[src/ootre_pkg.sv]
// Shared types and constants for the tristate on-off-keying remote encoder.
package ootre_pkg;

   // Request command codes.
   localparam logic [2:0] CMD_TICK       = 3'd0;
   localparam logic [2:0] CMD_LOAD12     = 3'd1;
   localparam logic [2:0] CMD_LOAD_HOUSE = 3'd2;
   localparam logic [2:0] CMD_LOAD_444   = 3'd3;
   localparam logic [2:0] CMD_RAW        = 3'd4;
   localparam logic [2:0] CMD_BELL       = 3'd5;

   // Control register indexes.
   localparam logic [2:0] CSR_PT_SHORT  = 3'd0;
   localparam logic [2:0] CSR_PT_LONG   = 3'd1;
   localparam logic [2:0] CSR_HX_SHORT  = 3'd2;
   localparam logic [2:0] CSR_HX_LONG   = 3'd3;
   localparam logic [2:0] CSR_PT_REPEAT = 3'd4;
   localparam logic [2:0] CSR_HX_REPEAT = 3'd5;

   localparam logic [7:0] REPEAT_RESET = 8'd4;

   // Frame positions.
   localparam logic [6:0] PT_DATA_END  = 7'd48;
   localparam logic [6:0] PT_SYNC_LOW  = 7'd49;
   localparam logic [6:0] PT_FRAME_END = 7'd80;
   localparam logic [6:0] HX_DATA_END  = 7'd26;
   localparam logic [6:0] HX_FRAME_END = 7'd32;
   localparam logic [6:0] HX_DATA_BASE = 7'd2;

   localparam logic [7:0] MASK_FIRST   = 8'h80;
   localparam int         PATTERN_BITS = 24;

   typedef struct packed {
      logic [2:0]  command;
      logic [4:0]  house_code;
      logic [11:0] code_word;
      logic [3:0]  state_bits;
      logic [23:0] raw_pattern;
   } req_type;

   typedef struct packed {
      logic       tx_level;
      logic       preload_written;
      logic [7:0] preload_value;
      logic       busy_res;
   } rsp_type;

   typedef struct packed {
      logic [7:0] pt_short_preload;
      logic [7:0] pt_long_preload;
      logic [7:0] hx_short_preload;
      logic [7:0] hx_long_preload;
      logic [7:0] pt_repeat_count;
      logic [7:0] hx_repeat_count;
   } cfg_type;

   typedef struct packed {
      logic       busy;
      logic [6:0] position;
   } status_type;

endpackage

[src/ootre_framer.sv]
// Pulse pattern store and frame sequencer: each accepted request updates the state registers.
module ootre_framer (
   input  logic                clock,
   input  logic                reset,
   input  logic                accept,
   input  ootre_pkg::req_type  request,
   input  ootre_pkg::cfg_type  cfg,
   output ootre_pkg::rsp_type  result,
   output ootre_pkg::status_type status
);
   import ootre_pkg::*;

   logic [PATTERN_BITS-1:0] pattern_ff, pattern_in;
   logic [6:0]              position_ff, position_in;
   logic [7:0]              bit_mask_ff, bit_mask_in;
   logic [7:0]              repeats_left_ff, repeats_left_in;
   logic                    doorbell_mode_ff, doorbell_mode_in;
   logic                    line_level_ff, line_level_in;

   logic [7:0] mask_eff;
   logic [6:0] hx_offset;
   logic       pt_hit;
   logic       hx_hit;
   logic       tick_written;
   logic [7:0] tick_preload;

   // Tristate coding: each code bit covers two pattern bits, a set bit gives 00
   // and a clear bit gives 01. Pattern bit k sits at flat index 23-k.
   function automatic logic [PATTERN_BITS-1:0] tristate_code(
      input logic [2:0]  cmd,
      input logic [4:0]  house,
      input logic [11:0] word,
      input logic [3:0]  data
   );
      logic [PATTERN_BITS-1:0] pat;
      logic                    set;
      pat = '0;
      for (int k = 0; k < PATTERN_BITS; k++) begin
         if (cmd == CMD_LOAD12) begin
            set = word[k/2];
         end else if (cmd == CMD_LOAD_HOUSE) begin
            if (k <= 9) set = house[k/2];
            else if (k <= 19) set = (word == 12'((k - 10) / 2));
            else set = data[(k-20)/2];
         end else begin
            if (k <= 7) set = house[k/2];
            else if (k <= 15) set = word[(k-8)/2];
            else set = data[(k-16)/2];
         end
         pat[PATTERN_BITS-1-k] = ~set & (k % 2 == 1);
      end
      return pat;
   endfunction

   function automatic logic byte_hit(
      input logic [PATTERN_BITS-1:0] pat,
      input logic [7:0]              mask,
      input logic [1:0]              sel
   );
      logic hit;
      case (sel)
         2'd0:    hit = |(pat[23:16] & mask);
         2'd1:    hit = |(pat[15:8] & mask);
         2'd2:    hit = |(pat[7:0] & mask);
         default: hit = 1'b0;
      endcase
      return hit;
   endfunction

   assign mask_eff  = (position_ff == '0 || bit_mask_ff == '0) ? MASK_FIRST : bit_mask_ff;
   assign hx_offset = position_ff - HX_DATA_BASE;
   assign pt_hit    = byte_hit(pattern_ff, mask_eff, position_ff[5:4]);
   assign hx_hit    = byte_hit(pattern_ff, mask_eff, hx_offset[5:4]);

   always_comb begin
      pattern_in       = pattern_ff;
      position_in      = position_ff;
      bit_mask_in      = bit_mask_ff;
      repeats_left_in  = repeats_left_ff;
      doorbell_mode_in = doorbell_mode_ff;
      line_level_in    = line_level_ff;
      tick_written     = 1'b0;
      tick_preload     = '0;

      unique case (request.command) inside
         CMD_TICK: begin
            if (repeats_left_ff != '0) begin
               tick_written = 1'b1;
               bit_mask_in  = mask_eff;
               if (doorbell_mode_ff) begin
                  if (position_ff == '0) begin
                     line_level_in = 1'b0;
                     tick_preload  = cfg.hx_long_preload;
                  end else if (position_ff == 7'd1) begin
                     line_level_in = 1'b1;
                     tick_preload  = cfg.hx_short_preload;
                  end else if (position_ff <= HX_DATA_END) begin
                     if (!position_ff[0]) begin
                        line_level_in = 1'b0;
                        tick_preload  = hx_hit ? cfg.hx_short_preload : cfg.hx_long_preload;
                     end else begin
                        line_level_in = 1'b1;
                        tick_preload  = hx_hit ? cfg.hx_long_preload : cfg.hx_short_preload;
                        bit_mask_in   = mask_eff >> 1;
                     end
                  end else begin
                     line_level_in = 1'b0;
                     tick_preload  = cfg.hx_long_preload;
                  end
                  if (position_ff >= HX_FRAME_END) begin
                     position_in     = '0;
                     repeats_left_in = repeats_left_ff - 8'd1;
                  end else begin
                     position_in = position_ff + 7'd1;
                  end
               end else begin
                  if (position_ff < PT_DATA_END) begin
                     if (!position_ff[0]) begin
                        line_level_in = 1'b1;
                        tick_preload  = pt_hit ? cfg.pt_long_preload : cfg.pt_short_preload;
                     end else begin
                        line_level_in = 1'b0;
                        tick_preload  = pt_hit ? cfg.pt_short_preload : cfg.pt_long_preload;
                        bit_mask_in   = mask_eff >> 1;
                     end
                  end else begin
                     // Sync pulse high at the first position after the data, low at
                     // the next, then the line holds through the short gaps.
                     if (position_ff == PT_DATA_END) line_level_in = 1'b1;
                     else if (position_ff == PT_SYNC_LOW) line_level_in = 1'b0;
                     tick_preload = cfg.pt_short_preload;
                  end
                  if (position_ff >= PT_FRAME_END) begin
                     position_in     = '0;
                     repeats_left_in = repeats_left_ff - 8'd1;
                  end else begin
                     position_in = position_ff + 7'd1;
                  end
               end
            end
         end
         CMD_LOAD12, CMD_LOAD_HOUSE, CMD_LOAD_444: begin
            pattern_in       = tristate_code(request.command, request.house_code,
                                             request.code_word, request.state_bits);
            doorbell_mode_in = 1'b0;
            repeats_left_in  = cfg.pt_repeat_count;
         end
         CMD_RAW: begin
            pattern_in       = request.raw_pattern;
            doorbell_mode_in = 1'b0;
            repeats_left_in  = cfg.pt_repeat_count;
         end
         CMD_BELL: begin
            // The doorbell code fills only the first two bytes.
            pattern_in[23:16] = request.code_word[7:0];
            pattern_in[15:8]  = {request.state_bits, 4'b0000};
            doorbell_mode_in  = 1'b1;
            repeats_left_in   = cfg.hx_repeat_count;
         end
         default: begin
         end
      endcase

      result.tx_level        = line_level_in;
      result.preload_written = tick_written;
      result.preload_value   = tick_preload;
      result.busy_res        = (repeats_left_in != '0);
   end

   assign status.busy     = (repeats_left_ff != '0);
   assign status.position = position_ff;

   always_ff @(posedge clock) begin
      if (reset) begin
         pattern_ff       <= '0;
         position_ff      <= '0;
         bit_mask_ff      <= '0;
         repeats_left_ff  <= '0;
         doorbell_mode_ff <= 1'b0;
         line_level_ff    <= 1'b0;
      end else if (accept) begin
         pattern_ff       <= pattern_in;
         position_ff      <= position_in;
         bit_mask_ff      <= bit_mask_in;
         repeats_left_ff  <= repeats_left_in;
         doorbell_mode_ff <= doorbell_mode_in;
         line_level_ff    <= line_level_in;
      end
   end

`ifndef SYNTHESIS
   a_position_in_frame: assert property (@(posedge clock) disable iff (reset)
      status.position <= PT_FRAME_END)
      else $error("frame position ran past the tristate frame end");

   a_doorbell_wrap: assert property (@(posedge clock) disable iff (reset)
      accept && doorbell_mode_ff && request.command == CMD_TICK && status.busy
      && position_ff >= HX_FRAME_END |=> position_ff == '0)
      else $error("doorbell frame did not wrap");

   a_mask_shift: assert property (@(posedge clock) disable iff (reset)
      accept && request.command == CMD_TICK && status.busy && !doorbell_mode_ff
      && position_ff < PT_DATA_END && position_ff[0] |=> bit_mask_ff == ($past(mask_eff) >> 1))
      else $error("bit mask did not advance after a data interval");
`endif

endmodule

[src/ook_tristate_remote_encoder.sv]
// Top level of the tristate on-off-keying remote encoder: control registers and response register.
// The response is registered: the edge that accepts a request loads it into the response register.
// One request per cycle unless the response stalls; its register frees as soon as it is taken.
// The framer state update is one pass of short logic from the state registers to the response.
// Reset is synchronous and active high: the pattern, position, mask, repeat count, mode and line
// level clear, preloads clear, both repeat counts return to four and no response is pending.
module ook_tristate_remote_encoder (
   input  logic               clock,
   input  logic               reset,
   input  logic               req_valid,
   output logic               req_stall,
   input  ootre_pkg::req_type req_payload,
   output logic               rsp_valid,
   input  logic               rsp_stall,
   output ootre_pkg::rsp_type rsp_payload,
   input  logic               csr_write_enable,
   input  logic [2:0]         csr_index,
   input  logic [7:0]         csr_write_data
);
   import ootre_pkg::*;

   cfg_type    cfg_ff, cfg_in;
   logic       rsp_valid_ff, rsp_valid_in;
   rsp_type    rsp_payload_ff;
   rsp_type    step_result;
   status_type framer_status;
   logic       req_accept;

   // A request is taken whenever the response register is empty or being drained this cycle.
   assign req_stall  = rsp_valid_ff & rsp_stall;
   assign req_accept = req_valid & ~req_stall;

   assign rsp_valid   = rsp_valid_ff;
   assign rsp_payload = rsp_payload_ff;

   // Register writes are captured at the clock edge; indexes past the list are ignored.
   always_comb begin
      cfg_in = cfg_ff;
      if (csr_write_enable) begin
         unique case (csr_index)
            CSR_PT_SHORT:  cfg_in.pt_short_preload = csr_write_data;
            CSR_PT_LONG:   cfg_in.pt_long_preload  = csr_write_data;
            CSR_HX_SHORT:  cfg_in.hx_short_preload = csr_write_data;
            CSR_HX_LONG:   cfg_in.hx_long_preload  = csr_write_data;
            CSR_PT_REPEAT: cfg_in.pt_repeat_count  = csr_write_data;
            CSR_HX_REPEAT: cfg_in.hx_repeat_count  = csr_write_data;
            default: begin
            end
         endcase
      end
   end

   // The response stays valid while the downstream side stalls it.
   assign rsp_valid_in = req_accept | (rsp_valid_ff & rsp_stall);

   ootre_framer u_framer (
      .clock   (clock),
      .reset   (reset),
      .accept  (req_accept),
      .request (req_payload),
      .cfg     (cfg_ff),
      .result  (step_result),
      .status  (framer_status)
   );

   always_ff @(posedge clock) begin
      if (reset) begin
         cfg_ff.pt_short_preload <= '0;
         cfg_ff.pt_long_preload  <= '0;
         cfg_ff.hx_short_preload <= '0;
         cfg_ff.hx_long_preload  <= '0;
         cfg_ff.pt_repeat_count  <= REPEAT_RESET;
         cfg_ff.hx_repeat_count  <= REPEAT_RESET;
         rsp_valid_ff            <= 1'b0;
      end else begin
         cfg_ff       <= cfg_in;
         rsp_valid_ff <= rsp_valid_in;
      end
   end

   always_ff @(posedge clock) begin
      if (req_accept) begin
         rsp_payload_ff <= step_result;
      end
   end

`ifndef SYNTHESIS
   a_accept_gives_response: assert property (@(posedge clock) disable iff (reset)
      req_accept |=> rsp_valid)
      else $error("accepted request produced no response");

   a_idle_tick_no_preload: assert property (@(posedge clock) disable iff (reset)
      req_accept && req_payload.command == CMD_TICK && !framer_status.busy
      |=> !rsp_payload.preload_written && rsp_payload.preload_value == '0)
      else $error("idle tick chose a preload");

   a_load_no_preload: assert property (@(posedge clock) disable iff (reset)
      req_accept && req_payload.command != CMD_TICK |=> !rsp_payload.preload_written)
      else $error("load request chose a preload");

   a_raw_load_busy: assert property (@(posedge clock) disable iff (reset)
      req_accept && req_payload.command == CMD_RAW
      |=> rsp_payload.busy_res == ($past(cfg_ff.pt_repeat_count) != '0))
      else $error("raw load busy flag does not follow the armed repeat count");
`endif

endmodule

[config.mk]
export PLATFORM = sky130hd
export DESIGN_NAME = ook_tristate_remote_encoder
export DESIGN_NICKNAME = d
export VERILOG_FILES = /design/src/ootre_pkg.sv /design/src/ootre_framer.sv /design/src/ook_tristate_remote_encoder.sv
export SDC_FILE = /design/constraint.sdc
export NUM_CORES = 1
export LEC_CHECK = 0
export BUFFER_PORTS_ARGS = -buffer_cell sky130_fd_sc_hd__buf_2
export CORE_UTILIZATION = 30
export DETAILED_ROUTE_END_ITERATION = 8
export GPL_ROUTABILITY_DRIVEN = 0
export GPL_TIMING_DRIVEN = 0
export PLACE_DENSITY = 0.45
export SLEW_MARGIN = 20
export SYNTH_ARGS = -nofsm -noshare
export SYNTH_HDL_FRONTEND = slang
export SYNTH_SLANG_ARGS = --single-unit
[constraint.sdc]
create_clock -name clock -period 5.9 [get_ports clock]
set_clock_uncertainty 0.1 [all_clocks]
set_input_delay 0.59 -clock clock [delete_from_list [all_inputs] [get_ports clock]]
set_output_delay 0.59 -clock clock [all_outputs]
set_load 0.02 [all_outputs]
==> reports/summary.txt <==
YOSYS
-------------------------------------------------------------------------------------------------
List of most frequent post-synthesis cells ......................................... 123 x nand2_1, 104 x nor2_1, 98 x dfxtp_1
Post-synthesis cell type with the largest combined area ............................      dfxtp_1
Flip-flop cell with the highest count after synthesis ..............................      dfxtp_1
Synthesized-area fraction occupied by and/or/nand/nor cells ........................        0.230
Mean instance size in the synthesized netlist ......................................    7.94 um^2
FF+latch count, synth ..............................................................          109
Compound-cell area share of the yosys netlist ......................................        0.239
Cell area after synthesis ..........................................................    5790 um^2
Adder-cell share of the synthesized area ...........................................       0.0108
Number of instances in the synthesized netlist .....................................          729
Count of flip-flops with a built-in enable after synthesis .........................           11
Post-Synth XOR/XNOR Area ...........................................................       0.0136
Proportion of synthesized flip-flops having asynchronous set or reset ..............            0
Net Count, Synth ...................................................................          798
Post-synth top area share ..........................................................        0.339
Number of distinct library cell variants in the gate-level netlist after synthesis .           67
Cell types occupying the most area after synthesis ................................. dfxtp_1 34%, nand2_1 8.0%, nor2_1 6.7%
Share of synthesized area spent on multiplexers ....................................       0.0691
Count leader, synth ................................................................      nand2_1
Main combinational cell family by area after synthesis ............................. compound AO/OA/AOI/OAI gates
Yosys synthesis warning count ......................................................            0
Register area share after synthesis ................................................        0.396

CLOCKING
-------------------------------------------------------------------------------------------------
TritonCTS clock tree ...............................................................         done
PostCTS Resize Cnt .................................................................            0
Largest buffer count on any clock path .............................................            2
Number of buffers added for setup after CTS ........................................            0
Root buffer cell ...................................................................    clkbuf_16
Sinks on the clock net .............................................................          109
Number of clock buffers inserted by TritonCTS ......................................            9
CTS Hold Buffers Added .............................................................            0
H-tree depth .......................................................................            3
Skew-Pair Late Insertion Delay .....................................................      0.37 ns
Clock transition at the registers of the reported paths ............................      0.08 ns

GRT
-------------------------------------------------------------------------------------------------
Met2 layer usage reported by global route ..........................................        0.341
Total routing resource utilization after global routing ............................        0.203
Initial antenna violation count ....................................................            0
Gr busiest metal ...................................................................         met2
Met1 capacity usage during global routing ..........................................        0.261
Wire length of the first global-routing pass .......................................     30600 um
Total global routing overflow ......................................................            0
Maximum number of pins on one net before global-route repair .......................           21
Vias in the first global route .....................................................         5526
Met3 track demand over resource in global routing ..................................       0.0374

ROUTE
-------------------------------------------------------------------------------------------------
Routed wire length .................................................................     19700 um
Antenna viol nets, final ...........................................................            0
Wire length per cell ...............................................................      18.3 um
DRC violation total after the first TritonRoute iteration ..........................          393
Avg Vias per Cell ..................................................................         5.38
Detailed-route via count ...........................................................         5802
Number of detailed-routing iterations run before antenna repair ....................            5
Number of remaining DRC errors .....................................................            0

STA
-------------------------------------------------------------------------------------------------
Setup repair after global routing missed its margin ................................        false
Min Tclk post-route ................................................................      3.43 ns
Remaining max-slew budget at the tightest pin ......................................        0.230
Ratio of final minimum period to clock period ......................................        0.582
Total count of max-transition violations in the final report .......................            0
Setup violators final ..............................................................            0
Tightest Pin Transition ............................................................      1.15 ns
Achievable clock frequency .........................................................    0.291 GHz
Number of endpoints with negative hold slack in the final report ...................            0
Setup TNS ..........................................................................         0 ns

FLOORPLANNING
-------------------------------------------------------------------------------------------------
Die area ...........................................................................   19900 um^2
Y dimension of the die .............................................................       141 um
Die width ..........................................................................       141 um
Std-Cell Core Area .................................................................   18800 um^2
Initial core utilization ...........................................................        0.308
Boundary Pins ......................................................................           77
Number of placement rows ...........................................................           50

PWR
-------------------------------------------------------------------------------------------------
Cell Pwr Density ...................................................................  245 nW/um^2
Worst IR Drop VDD ..................................................................     0.162 mV
Internal Pwr Total .................................................................      1.19 mW
Switching Share ....................................................................        0.286
Comb pwr share .....................................................................        0.130
Reported leakage power .............................................................      2.47 nW
Post-layout power ..................................................................      1.67 mW
Relative contribution of sequential cells to total power ...........................        0.473
Net load switching power ...........................................................       477 uW
Clock power share ..................................................................        0.397

CRITICAL PATH
-------------------------------------------------------------------------------------------------
Arrival time reported for the critical path endpoint ...............................      3.52 ns
CP peak stage delay ................................................................      0.56 ns
Depth of the worst register-to-register path .......................................           11
Timing endpoint of the critical path ............................................... rsp_payload[7]$_SDFFCE_PN0P_
Capturing element type of the critical path ........................................         flop
CP top delay family ................................................................ buffers and inverters
Critical path buffers and inverters ................................................            3
Cell with the largest stage delay on the worst path ................................      mux2i_2
Required time at the worst-slack endpoint ..........................................      5.99 ns
Register-to-register setup slack ...................................................      2.47 ns
Largest driver fanout on the critical path .........................................            9
Origin of the critical flop-to-flop path ........................................... u_framer.position_ff[0]$_SDFFE_PP0P_
First element of the critical path ................................................. u_framer.position_ff[0]$_SDFFE_PP0P_
Stages on the worst setup path .....................................................           11
End of the worst register-to-register path ......................................... rsp_payload[7]$_SDFFCE_PN0P_
Type of the setup path with the least slack ........................................      reg2reg
Ordered list of cells on the worst path ............................................ clkbuf_1 > inv_1 > ha_1 > and3_1 > buf_6 > nor4b_2 > nor3_1 > a41oi_2 > mux2i_2 > nand3_1 > a32oi_1
Critical path launch point type ....................................................         flop

FINISH
-------------------------------------------------------------------------------------------------
Sequential cell area ...............................................................    2290 um^2
Area of the multi-input gates ......................................................    3260 um^2
NumNets Final ......................................................................          883
Number of diodes ...................................................................            0
Filler cells .......................................................................         2032
Growth of design area from synthesis to finish .....................................        17.5%
Final cell utilization of the core .................................................        0.361
Share of post-route cells with drive strength above 1 ..............................        0.145

MIN PATH
-------------------------------------------------------------------------------------------------
Path class of the lowest-slack min-delay path ......................................       in2reg

PLACED DESIGN
-------------------------------------------------------------------------------------------------
Final HPWL DP ......................................................................     14900 um
Count of buffers inserted at the top-level ports ...................................           74

OUTCOME
-------------------------------------------------------------------------------------------------
Result of the run .................................................................. finished clean

JOB
-------------------------------------------------------------------------------------------------
Max-cap violations .................................................................            0

[final cells by class]
class | count | share of cell area
timing repair buffer | 74 | 0.0544
buffer | 41 | 0.0263
clock inverter | 7 | 0.0134
sequential | 109 | 0.337
inverter | 16 | 0.00882
clock buffer | 9 | 0.0331
multi-input combinational | 563 | 0.479
tap | 260 | 0.0478
[how the worst min path moves through the flow]
stage	start	endpoint	slack, ns	cells after the start
CTS	req_valid	rsp_valid$_SDFF_PP0_	0.33	3
floorplan	u_framer.pattern_ff[11]$_SDFFE_PP0P_	u_framer.pattern_ff[11]$_SDFFE_PP0P_	0.33	2
global placement	cfg_ff[22]$_SDFFE_PP0P_	cfg_ff[22]$_SDFFE_PP0P_	0.35	2
detailed placement	cfg_ff[17]$_SDFFE_PP0P_	cfg_ff[17]$_SDFFE_PP0P_	0.35	2
finish	req_valid	rsp_valid$_SDFF_PP0_	0.35	3
global route	req_valid	rsp_valid$_SDFF_PP0_	0.36	3
[sequential cells by signal, indices dropped and copies added, names as in the netlist]
signal / cells
u_framer.line_level_ff: 1
u_framer.position_ff: 7
u_framer.pattern_ff: 24
u_framer.repeats_left_ff: 8
rsp_payload: 11
rsp_valid: 1
u_framer.bit_mask_ff: 8
u_framer.doorbell_mode_ff: 1
cfg_ff: 48
[per-stage QoR]
stage | setup slack (ns) | std cells | area (um^2) | hold WS [ns]
after global placement | 2.49 | 1063 | 6490 | 0.345
final | 2.47 | 1079 | 6810 | 0.346
after floorplan | 3.05 | 729 | 5790 | 0.332
after CTS | 2.48 | 1079 | 6800 | 0.333
after global routing | 2.28 | 1079 | 6810 | 0.357
after detailed placement | 2.51 | 1063 | 6490 | 0.347
[tightest hold or removal path, delay by kind of cell]
family / cells / cell delay [ns]
simple gates: 2 / 0.10
buf+inv: 1 / 0.09
[power by group through the flow]
stage | logic (mW) | clock network [mW] | registers (mW)
after global placement | 0.213 | 0 | 0.806
after floorplan | 0.126 | 0 | 0.806
after detailed placement | 0.215 | 0 | 0.806
after CTS | 0.216 | 0.682 | 0.789
final | 0.216 | 0.662 | 0.789
after global routing | 0.237 | 0.706 | 0.792
[layout by cell type, fill, tap and decap left out, types with 3 or more instances in the layout]
cell type / Yosys / layout
a32oi_1: 10 / 10
o2bb2ai_1: 3 / 3
a22o_1: 5 / 5
buf_2: 4 / 78
a222oi_1: 5 / 5
a21oi_1: 62 / 62
nand2b_1: 5 / 5
dfxtp_1: 98 / 98
mux2_2: 5 / 5
clkbuf_16: 0 / 9
or2_2: 3 / 3
nor4_1: 5 / 5
mux2i_1: 33 / 33
and3_1: 4 / 4
o22ai_1: 16 / 16
xnor2_1: 4 / 4
nand4_1: 6 / 6
o211ai_1: 12 / 12
nor3_1: 21 / 21
a211oi_1: 13 / 13
ha_1: 5 / 5
o21bai_1: 3 / 3
clkbuf_1: 32 / 31
nand2_1: 123 / 123
xor2_1: 5 / 5
a22oi_1: 20 / 20
edfxtp_1: 11 / 11
a221oi_1: 3 / 3
o22a_1: 3 / 3
o21ai_0: 31 / 31
nand3_1: 15 / 15
nor2_1: 104 / 103
inv_1: 15 / 15
[logic make-up after synthesis]
kind of cell | count (synthesis)
AND/OR/NAND/NOR | 304
buffers and inverters | 57
AO/OA/AOI/OAI | 206
XOR/XNOR | 9
multiplexers | 39
adder cells (fa/ha/maj) | 5
flip-flops | 109
[layer usage]
metal | wire (um) | up-vias
met5 | 0 | -
met4 | 326 | 0
met3 | 1140 | 25
met2 | 9430 | 202
met1 | 8810 | 2771
li1 | - | 2804
No activity file was read; power rests on OpenSTA's default activity.
